==> src/rtl/rsf_pkg.sv <==
// ----------------------------------------------------------------------------
// rsf_pkg
// Shared constants, action codes and types for the record substring filter.
// ----------------------------------------------------------------------------
package rsf_pkg;

    localparam int MAX_PATTERN = 32;
    localparam int LEN_W       = $clog2(MAX_PATTERN + 1);
    localparam int CNT_W       = 16;

    localparam logic [CNT_W-1:0] CNT_MAX = {CNT_W{1'b1}};
    localparam logic [LEN_W-1:0] LEN_MAX = LEN_W'(MAX_PATTERN);

    typedef enum logic [1:0] {
        ACT_LOAD  = 2'd0,
        ACT_CLEAR = 2'd1,
        ACT_TEXT  = 2'd2,
        ACT_END   = 2'd3
    } rsf_action_t;

    typedef logic [7:0] rsf_byte_t;
    typedef rsf_byte_t [MAX_PATTERN-1:0] rsf_bytes_t;

    typedef struct packed {
        logic      load;
        logic      clear;
        logic      text;
        logic      close;
        rsf_byte_t data;
    } rsf_op_t;

endpackage

==> src/rtl/record_substring_filter.sv <==
// ----------------------------------------------------------------------------
// record_substring_filter
// Top level: input register, action decode, pattern, window and tally.
// ----------------------------------------------------------------------------
// One word is taken per cycle. Each word sits in the input register and is
// processed there: the text window is compared with the pattern across all
// lanes at once. An end-of-record word loads the result register when it is
// processed, so its result appears in the cycle after; the input side stalls
// only when an end-of-record word waits behind a result that is itself
// stalled.
module record_substring_filter
    import rsf_pkg::*;
(
    input  logic             clk,
    input  logic             rst_n,
    input  logic             in_valid,
    output logic             in_stall,
    input  logic [1:0]       action,
    input  logic [7:0]       data_byte,
    output logic             out_valid,
    input  logic             out_stall,
    output logic             record_matched,
    output logic [CNT_W-1:0] record_index,
    output logic [CNT_W-1:0] match_count,
    output logic             first_match_res
);

    logic             in_valid_reg;
    rsf_action_t      act_reg;
    rsf_byte_t        data_reg;
    logic             go;
    rsf_op_t          op;
    rsf_bytes_t       pattern;
    logic [LEN_W-1:0] pattern_len;
    logic             hit;

    assign go       = in_valid_reg && ((act_reg != ACT_END) || !out_valid || !out_stall);
    assign in_stall = in_valid_reg && !go;

    always_ff @(posedge clk or negedge rst_n)
    begin
        if (!rst_n)
        begin
            in_valid_reg <= 1'b0;
        end
        else if (!in_stall)
        begin
            in_valid_reg <= in_valid;
        end
    end

    always_ff @(posedge clk)
    begin
        if (in_valid && !in_stall)
        begin
            act_reg  <= rsf_action_t'(action);
            data_reg <= data_byte;
        end
    end

    always_comb
    begin
        op      = '0;
        op.data = data_reg;
        unique case (act_reg)
            ACT_LOAD:  op.load  = go;
            ACT_CLEAR: op.clear = go;
            ACT_TEXT:  op.text  = go;
            ACT_END:   op.close = go;
            default:   op.load  = 1'b0;
        endcase
    end

    rsf_pattern u_pattern (
        .clk         (clk),
        .rst_n       (rst_n),
        .op          (op),
        .pattern     (pattern),
        .pattern_len (pattern_len)
    );

    rsf_window u_window (
        .clk         (clk),
        .rst_n       (rst_n),
        .op          (op),
        .pattern     (pattern),
        .pattern_len (pattern_len),
        .hit         (hit)
    );

    rsf_tally u_tally (
        .clk             (clk),
        .rst_n           (rst_n),
        .op              (op),
        .hit             (hit),
        .pattern_empty   (pattern_len == '0),
        .out_stall       (out_stall),
        .out_valid       (out_valid),
        .record_matched  (record_matched),
        .record_index    (record_index),
        .match_count     (match_count),
        .first_match_res (first_match_res)
    );

endmodule

==> src/rtl/rsf_pattern.sv <==
// ----------------------------------------------------------------------------
// rsf_pattern
// Pattern store held newest byte first, so lane j lines up with window lane j.
// ----------------------------------------------------------------------------
module rsf_pattern
    import rsf_pkg::*;
(
    input  logic             clk,
    input  logic             rst_n,
    input  rsf_op_t          op,
    output rsf_bytes_t       pattern,
    output logic [LEN_W-1:0] pattern_len
);

    rsf_bytes_t       pat_reg;
    rsf_bytes_t       pat_next;
    logic [LEN_W-1:0] len_reg;
    logic [LEN_W-1:0] len_next;
    logic             take;

    assign take = op.load && (len_reg != LEN_MAX);

    always_comb
    begin
        pat_next    = pat_reg;
        pat_next[0] = op.data;
        for (int j = 1; j < MAX_PATTERN; j++)
        begin
            pat_next[j] = pat_reg[j-1];
        end
    end

    always_comb
    begin
        len_next = len_reg;
        if (op.clear)
        begin
            len_next = '0;
        end
        else if (take)
        begin
            len_next = len_reg + LEN_W'(1);
        end
    end

    always_ff @(posedge clk or negedge rst_n)
    begin
        if (!rst_n)
        begin
            len_reg <= '0;
        end
        else
        begin
            len_reg <= len_next;
        end
    end

    always_ff @(posedge clk)
    begin
        if (take)
        begin
            pat_reg <= pat_next;
        end
    end

    assign pattern     = pat_reg;
    assign pattern_len = len_reg;

endmodule

==> src/rtl/rsf_window.sv <==
// ----------------------------------------------------------------------------
// rsf_window
// Text window and per-record byte count; compares all lanes against the
// pattern in parallel and flags a hit on each text word that completes a match.
// ----------------------------------------------------------------------------
module rsf_window
    import rsf_pkg::*;
(
    input  logic             clk,
    input  logic             rst_n,
    input  rsf_op_t          op,
    input  rsf_bytes_t       pattern,
    input  logic [LEN_W-1:0] pattern_len,
    output logic             hit
);

    rsf_bytes_t       win_reg;
    rsf_bytes_t       win_next;
    logic [LEN_W-1:0] seen_reg;
    logic [LEN_W-1:0] seen_next;
    logic [LEN_W-1:0] seen_inc;
    logic             lanes_ok;

    always_comb
    begin
        win_next    = win_reg;
        win_next[0] = op.data;
        for (int j = 1; j < MAX_PATTERN; j++)
        begin
            win_next[j] = win_reg[j-1];
        end
    end

    assign seen_inc = (seen_reg == LEN_MAX) ? seen_reg : seen_reg + LEN_W'(1);

    always_comb
    begin
        lanes_ok = 1'b1;
        for (int j = 0; j < MAX_PATTERN; j++)
        begin
            if ((LEN_W'(j) < pattern_len) && (win_next[j] != pattern[j]))
            begin
                lanes_ok = 1'b0;
            end
        end
    end

    assign hit = op.text && lanes_ok && (seen_inc >= pattern_len);

    always_comb
    begin
        seen_next = seen_reg;
        if (op.clear || op.close)
        begin
            seen_next = '0;
        end
        else if (op.text)
        begin
            seen_next = seen_inc;
        end
    end

    always_ff @(posedge clk or negedge rst_n)
    begin
        if (!rst_n)
        begin
            seen_reg <= '0;
        end
        else
        begin
            seen_reg <= seen_next;
        end
    end

    always_ff @(posedge clk)
    begin
        if (op.text)
        begin
            win_reg <= win_next;
        end
    end

endmodule

==> src/rtl/rsf_tally.sv <==
// ----------------------------------------------------------------------------
// rsf_tally
// Sticky found flag, record and match counters, and the result register.
// ----------------------------------------------------------------------------
module rsf_tally
    import rsf_pkg::*;
(
    input  logic             clk,
    input  logic             rst_n,
    input  rsf_op_t          op,
    input  logic             hit,
    input  logic             pattern_empty,
    input  logic             out_stall,
    output logic             out_valid,
    output logic             record_matched,
    output logic [CNT_W-1:0] record_index,
    output logic [CNT_W-1:0] match_count,
    output logic             first_match_res
);

    logic             found_reg;
    logic             found_next;
    logic [CNT_W-1:0] rec_cnt_reg;
    logic [CNT_W-1:0] rec_cnt_next;
    logic [CNT_W-1:0] match_cnt_reg;
    logic [CNT_W-1:0] match_cnt_next;
    logic             out_valid_reg;
    logic             out_valid_next;
    logic             matched_reg;
    logic [CNT_W-1:0] index_reg;
    logic [CNT_W-1:0] count_reg;
    logic             first_reg;
    logic             matched;

    assign matched = found_reg || pattern_empty;

    always_comb
    begin
        found_next     = found_reg;
        rec_cnt_next   = rec_cnt_reg;
        match_cnt_next = match_cnt_reg;
        if (op.clear)
        begin
            found_next     = 1'b0;
            rec_cnt_next   = '0;
            match_cnt_next = '0;
        end
        else if (op.close)
        begin
            found_next = 1'b0;
            if (rec_cnt_reg != CNT_MAX)
            begin
                rec_cnt_next = rec_cnt_reg + CNT_W'(1);
            end
            if (matched && (match_cnt_reg != CNT_MAX))
            begin
                match_cnt_next = match_cnt_reg + CNT_W'(1);
            end
        end
        else if (hit)
        begin
            found_next = 1'b1;
        end
    end

    always_comb
    begin
        out_valid_next = out_valid_reg && out_stall;
        if (op.close)
        begin
            out_valid_next = 1'b1;
        end
    end

    always_ff @(posedge clk or negedge rst_n)
    begin
        if (!rst_n)
        begin
            found_reg     <= 1'b0;
            rec_cnt_reg   <= '0;
            match_cnt_reg <= '0;
            out_valid_reg <= 1'b0;
        end
        else
        begin
            found_reg     <= found_next;
            rec_cnt_reg   <= rec_cnt_next;
            match_cnt_reg <= match_cnt_next;
            out_valid_reg <= out_valid_next;
        end
    end

    always_ff @(posedge clk)
    begin
        if (op.close)
        begin
            matched_reg <= matched;
            index_reg   <= rec_cnt_reg;
            count_reg   <= match_cnt_next;
            first_reg   <= matched && (match_cnt_reg == '0);
        end
    end

    assign out_valid       = out_valid_reg;
    assign record_matched  = matched_reg;
    assign record_index    = index_reg;
    assign match_count     = count_reg;
    assign first_match_res = first_reg;

    a_first_is_one: assert property (@(posedge clk) disable iff (!rst_n)
        out_valid_reg && first_reg |-> matched_reg && (count_reg == CNT_W'(1)))
        else $error("first match without a count of one");

    a_match_counted: assert property (@(posedge clk) disable iff (!rst_n)
        out_valid_reg && matched_reg |-> (count_reg != '0))
        else $error("matched record with zero match count");

    a_match_le_rec: assert property (@(posedge clk) disable iff (!rst_n)
        match_cnt_reg <= rec_cnt_reg)
        else $error("match counter exceeds record counter");

endmodule

==> config.mk <==
export PLATFORM = sky130hd
export DESIGN_NAME = record_substring_filter
export DESIGN_NICKNAME = d
export VERILOG_FILES = /design/src/rtl/rsf_pkg.sv /design/src/rtl/record_substring_filter.sv /design/src/rtl/rsf_pattern.sv /design/src/rtl/rsf_window.sv /design/src/rtl/rsf_tally.sv
export SDC_FILE = /design/constraint.sdc
export NUM_CORES = 1
export LEC_CHECK = 0
export ABC_AREA = 1
export BUFFER_PORTS_ARGS = -buffer_cell sky130_fd_sc_hd__buf_2
export CORE_ASPECT_RATIO = 0.5
export CORE_MARGIN = 1.5
export CORE_UTILIZATION = 62
export DETAILED_ROUTE_END_ITERATION = 8
export GPL_TIMING_DRIVEN = 1
export PLACE_DENSITY = 0.8
export SLEW_MARGIN = 0
export SYNTH_ARGS = -nofsm -noshare
export SYNTH_HDL_FRONTEND = slang
export SYNTH_SLANG_ARGS = --single-unit
==> constraint.sdc <==
create_clock -name clk -period 24.7 [get_ports clk]
set_clock_uncertainty 0.05 [all_clocks]
set_input_delay 4.94 -clock clk [delete_from_list [all_inputs] [get_ports clk]]
set_output_delay 4.94 -clock clk [all_outputs]
set_load 0.05 [all_outputs]
# After elaboration in Yosys (flattened, before gate mapping)
# Cells that the tools add are included.
dict set report totals {
  regBits 595
  input_bits 14
  output_inout_bits 36
  wordCells 262
}
dict set report op_classes {
  addsub 4
  order_cmp 33
  eq_ne 40
  muxes 51
  n_reduce_logical 58
}
# cell n
set op_table {}
lappend op_table {{!= test 8 bit} 32}
lappend op_table {{less-than comparator 5 x 6 -> 1 bit, first input constant} 16}
lappend op_table {{2-to-1 mux 16 bit} 6}
lappend op_table {{less-than comparator 4 x 6 -> 1 bit, first input constant} 8}
lappend op_table {{logical AND 1 bit} 41}
lappend op_table {{2-to-1 mux 1 bit} 40}
lappend op_table {{adder 16 x 1 -> 16 bit, second input constant} 2}
lappend op_table {{!= test 16 bit, second input constant} 2}
lappend op_table {{2-to-1 mux 6 bit} 5}
lappend op_table {{less-than comparator 3 x 6 -> 1 bit, first input constant} 4}
lappend op_table {{logical NOT 16 bit} 1}
lappend op_table {{adder 6 x 1 -> 6 bit, second input constant} 2}
lappend op_table {{less-than comparator 1 x 6 -> 1 bit, first input constant} 2}
lappend op_table {{less-than comparator 2 x 6 -> 1 bit, first input constant} 2}
lappend op_table {{nonzero test 2 bit} 4}
lappend op_table {{== test 6 bit, second input constant} 1}
lappend op_table {{greater-or-equal comparator 6 bit} 1}
lappend op_table {{logical NOT 6 bit} 1}
lappend op_table {{!= test 6 bit, second input constant} 1}
lappend op_table {{== test 2 bit, second input constant} 2}
lappend op_table {{logical NOT 1 bit} 4}
lappend op_table {{logical OR 1 bit} 4}
lappend op_table {{nonzero test 3 bit} 1}
lappend op_table {{== test 2 x 1 -> 1 bit, second input constant} 1}
lappend op_table {{3 further kinds} 3}

# Longest topological paths before layout
dict set report logic_depth {
  depth_word 39
  depth_mapped 16
}

# By module
# Synthesis repeated with hierarchy kept, for this count alone.
dict set report unflattened {
  hier_cells 1923
  hier_area_um2 24141.9
}
# mod n_inst cells_each area_per_inst_um2 seq_area_each_um2
set modules_own_cells {}
lappend modules_own_cells {rsf_window 1 1238 12429.4 7597.3}
lappend modules_own_cells {rsf_pattern 1 307 8087.8 7837.5}
lappend modules_own_cells {rsf_tally 1 350 3205.6 1871.8}
lappend modules_own_cells {record_substring_filter 1 28 419.2 325.3}

# Worst setup path after synthesis
# OpenSTA, ideal clock, no wires.
dict set report synth_path {
  kind {flip-flop to flip-flop}
  startpoint {register act_reg[0]}
  endpoint {register u_window.seen_reg[0]}
  setup_ns 0.165
  arrival_ns 20.574
  t_required_ns 24.485
  path_slack_ns 3.910
  stages_incl_launch_ff 5
  path_buffers 0
  period_less_slack_ns 20.790
  cell_sequence {edfxtp_1 -> nor3_1 -> inv_1 -> nand2_1 -> o22ai_1}
}
# item line
set synth_lines {}
lappend synth_lines {{from (decl)} record_substring_filter.sv:29} ;# rsf_action_t act_reg;
lappend synth_lines {{from (signal assigned)} record_substring_filter.sv:56} ;# act_reg <= rsf_action_t'(action);
lappend synth_lines {{to (signal assigned)} rsf_window.sv:71} ;# seen_reg <= seen_next;
lappend synth_lines {{to (decl)} rsf_window.sv:19} ;# logic [LEN_W-1:0] seen_reg;

# Worst setup path after layout
dict set report layout_path {
  startpoint {input port out_stall}
  endpoint {output port in_stall}
}
dict set report layout_between {
  elab_chain_len 5
}
# item line
set layout_lines {}
lappend layout_lines {{from (decl)} record_substring_filter.sv:21} ;# input logic out_stall,
lappend layout_lines {{logical NOT 1 bit} record_substring_filter.sv:37} ;# assign go = in_valid_reg && ((act_reg != ACT_END) || !out_valid || !out_stall);
lappend layout_lines {{logical OR 1 bit} record_substring_filter.sv:37}
lappend layout_lines {{logical AND 1 bit} record_substring_filter.sv:37}
lappend layout_lines {{logical NOT 1 bit} record_substring_filter.sv:38} ;# assign in_stall = in_valid_reg && !go;
lappend layout_lines {{logical AND 1 bit} record_substring_filter.sv:38}
lappend layout_lines {{to (decl)} record_substring_filter.sv:17} ;# output logic in_stall,
# No other way between the ends.

==> flow_summary.json <==
{
  "status": "finished clean",
  "vias_per_cell": 5.339,
  "antenna_left": 0,
  "grtUsageTotal_pct": 19.70,
  "synth_top_area_share_pct": 71.39,
  "grt_max_degree": 190,
  "rsz0062_at_grt": "no",
  "yosysSeqAreaShare_pct": 76.50,
  "routabilityCongestion": 0.8418,
  "regToRegSetupSlack_ns": 20.23,
  "ir_drop_mv": 0.05358,
  "die_h_um": 139.3,
  "hpwlAfterDp_mm": 23.42,
  "cts_setup_buffers": 0,
  "cts_resized": 0,
  "async_flop_share_pct": 7.899,
  "fin_crit_sh_pct": 43.34,
  "final_layout_size_suffix_gt1_share_pct": 8.890,
  "grt_pass1_wl_mm": 59.15,
  "holdBufCountCts": 0,
  "fillers": 2314,
  "clk_latency_ns": 0.58,
  "yosys-top-cells-area": "edfxtp_1 71%, xnor2_1 8.6%, nand2_1 5.4%",
  "synth_edf_count": 548,
  "slew_violations": 0,
  "critPathLaunch": "out_stall",
  "path_cells": "buf_2 > nand2_1 > nor2_1 > nand2_1 > inv_1 > buf_2",
  "grt-ovfl-total": 0,
  "r2r_end": "u_pattern.pattern[23]",
  "report.final.setup_viol": 0,
  "cts_root_buf": "clkbuf_16",
  "drt_iter0_drc": 945,
  "tns_ns": 0,
  "crit_arrival_ns": 5.71,
  "io_pins": 50,
  "crit_end": "in_stall",
  "largest_reg_flops": 256,
  "cts.sinks": 595,
  "yosys_warnings": 0,
  "clkTransAtPathRegs_ns": 0.06,
  "timing.rr.start": "u_pattern.pattern_len[1]",
  "synth_nets": 1611,
  "min_path_type": "register to register",
  "cts_tree": "yes",
  "synth_cell_type_count": 40,
  "crit_type": "primary input to output pin",
  "rows": 49,
  "cp-start-kind": "primary input",
  "clock_path_buffers": 3,
  "routedWlPerCell_um": 16.55,
  "drt-total-wl_mm": 36.49,
  "maxCapViolCount": 0,
  "synth_cells": 1584,
  "portBuffers": 49,
  "place_inst": 2117,
  "post-route-drc-count": 0,
  "vias": 11773,
  "final_hold_viol_count": 0,
  "fin_cells": 2205,
  "netlist_area_um2": 23050,
  "core-area_um2": 36290,
  "cp-end-kind": "output pin",
  "ys_seq_elements": 595,
  "die_area_um2": 38410,
  "synth_area_leader_cell": "edfxtp_1",
  "ys.flop_type": "edfxtp_1",
  "grt_pass1_vias": 12189,
  "slowest_delay_ns": 0.26,
  "num_antenna_cells": 0,
  "fmax_mhz": 93.42,
  "cp_max_fo": 2,
  "relSlewSlack_pct": 23.42,
  "antenna_found_initial": 0,
  "h-tree-depth": 2,
  "initial_core_util_pct": 63.51,
  "post-route-min-period_ns": 10.70,
  "reg2regPathDepth": 7,
  "nNetsFinal": 1710,
  "powerDensity_nw_per_um2": 77.95,
  "worst_ep_required_time_ns": 19.71,
  "crit_slowest_cell": "buf_2",
  "cts_inserted_buffers": 48,
  "avgSynthCellArea_um2": 14.55,
  "leakage_nw": 9.089,
  "chipWidth_um": 275.7,
  "worst_pin_slew_ns": 1.144,
  "area.growth.synth_to_final_pct": 10.38,
  "dr.pass1.iters": 6
}
==> worst max-delay path: cells and delay by family <==
| kind | cells | cell delay (ns) |
|---|---|---|
| buf+inv | 3 | 0.44 |
| simple gates | 3 | 0.33 |
==> routing by layer <==
metal,part of all wire [%],track usage (%)
met4,2.3,5.896
met3,5.6,4.383
met1,39,23.86
met5,0,0
met2,54,35.39
==> stage by stage <==
| stage | cell area (µm²) | hold slack [ns] | utilization [%] | power [mW] | setup slack [ns] |
|---|---|---|---|---|---|
| floorplan | 23050 | 0.3749 | - | 1.247 | 3.910 |
| global placement | 23940 | 0.3798 | 65.95 | 1.257 | 14.11 |
| detailed placement | 23940 | 0.3918 | 65.95 | 1.266 | 14.01 |
| CTS | 25440 | 0.4075 | 70.10 | 2.003 | 14.00 |
| global route | 25440 | 0.4100 | 70.10 | 2.054 | 13.93 |
| finish | 25440 | 0.4050 | 70.10 | 1.983 | 14.00 |
==> logic make-up (layout without fill, tap and decap cells) <==
| family | Yosys count | in the layout | share of synthesized area (%) |
|---|---|---|---|
| DFF | 595 | 595 | 76.50 |
| and+or+nand+nor | 517 | 517 | 9.505 |
| xor gates and xnor gates | 238 | 238 | 9.044 |
| buffers and inverters | 142 | 279 | 2.388 |
| AOI/OAI and AO/OA | 79 | 79 | 1.862 |
| adders and majority gates | 13 | 13 | 0.7057 |
==> worst min-delay path by stage <==
stage	endpoint	start	slack, ns	cells after the start
after CTS	u_pattern.pattern[71]	u_pattern.pattern[63]	0.41	0
after global placement	u_window.win_next[67]	u_window.win_next[59]	0.38	0
after detailed placement	u_pattern.pattern[71]	u_pattern.pattern[63]	0.39	0
after floorplan	u_tally.record_index[6]	u_tally.rec_cnt_reg[6]	0.37	0
after global routing	u_window.win_next[76]	u_window.win_next[68]	0.41	0
final	u_pattern.pattern[71]	u_pattern.pattern[63]	0.40	0
==> final cells by class <==
type / instances / area, µm² / area share [%]
Sequential cell: 595 / 17630 / 69.30
Multi-Input combinational cell: 847 / 4872 / 19.15
Clock buffer: 72 / 1353 / 5.316
Tap cell: 484 / 605.6 / 2.380
Inverter: 136 / 523.0 / 2.056
Timing Repair Buffer: 55 / 302.8 / 1.190
Clock inverter: 16 / 155.1 / 0.6098
==> placed cells by master (no fill, tap or decap), types with 11 or more instances in the layout <==
cell type / count
a21oi_1: 27
buf_2: 49
clkbuf_1: 19
clkbuf_16: 49
dfrtp_1: 47
edfxtp_1: 548
ha_1: 13
inv_1: 123
nand2_1: 329
nand3_1: 23
nand4_1: 13
nor2_1: 111
o21ai_0: 28
xnor2_1: 227
xor2_1: 11
==> synthesized netlist by cell type, types with 2 or more instances <==
cell type,count
nand2_1,329
inv_1,124
or2_2,2
nor2_1,111
clkinv_1,2
nor3_4,2
nand4_1,13
o21ai_0,28
a21oi_1,27
a31oi_1,5
clkbuf_1,2
nor3b_1,2
a211oi_1,4
nor3_2,4
nand2_4,2
nor2_4,7
o21ai_1,7
nand2_2,5
xor2_1,11
o22ai_1,4
nand3_1,23
nor4_1,3
dfrtp_1,47
inv_2,9
edfxtp_1,548
nor3_1,11
ha_1,13
xnor2_1,227
==> power breakdown <==
part	internal, mW	switching, mW
clock	0.410	0.329
combinational	0.0310	0.0604
sequential	1.13	0.0210
Power figures use the tool's default switching activity.
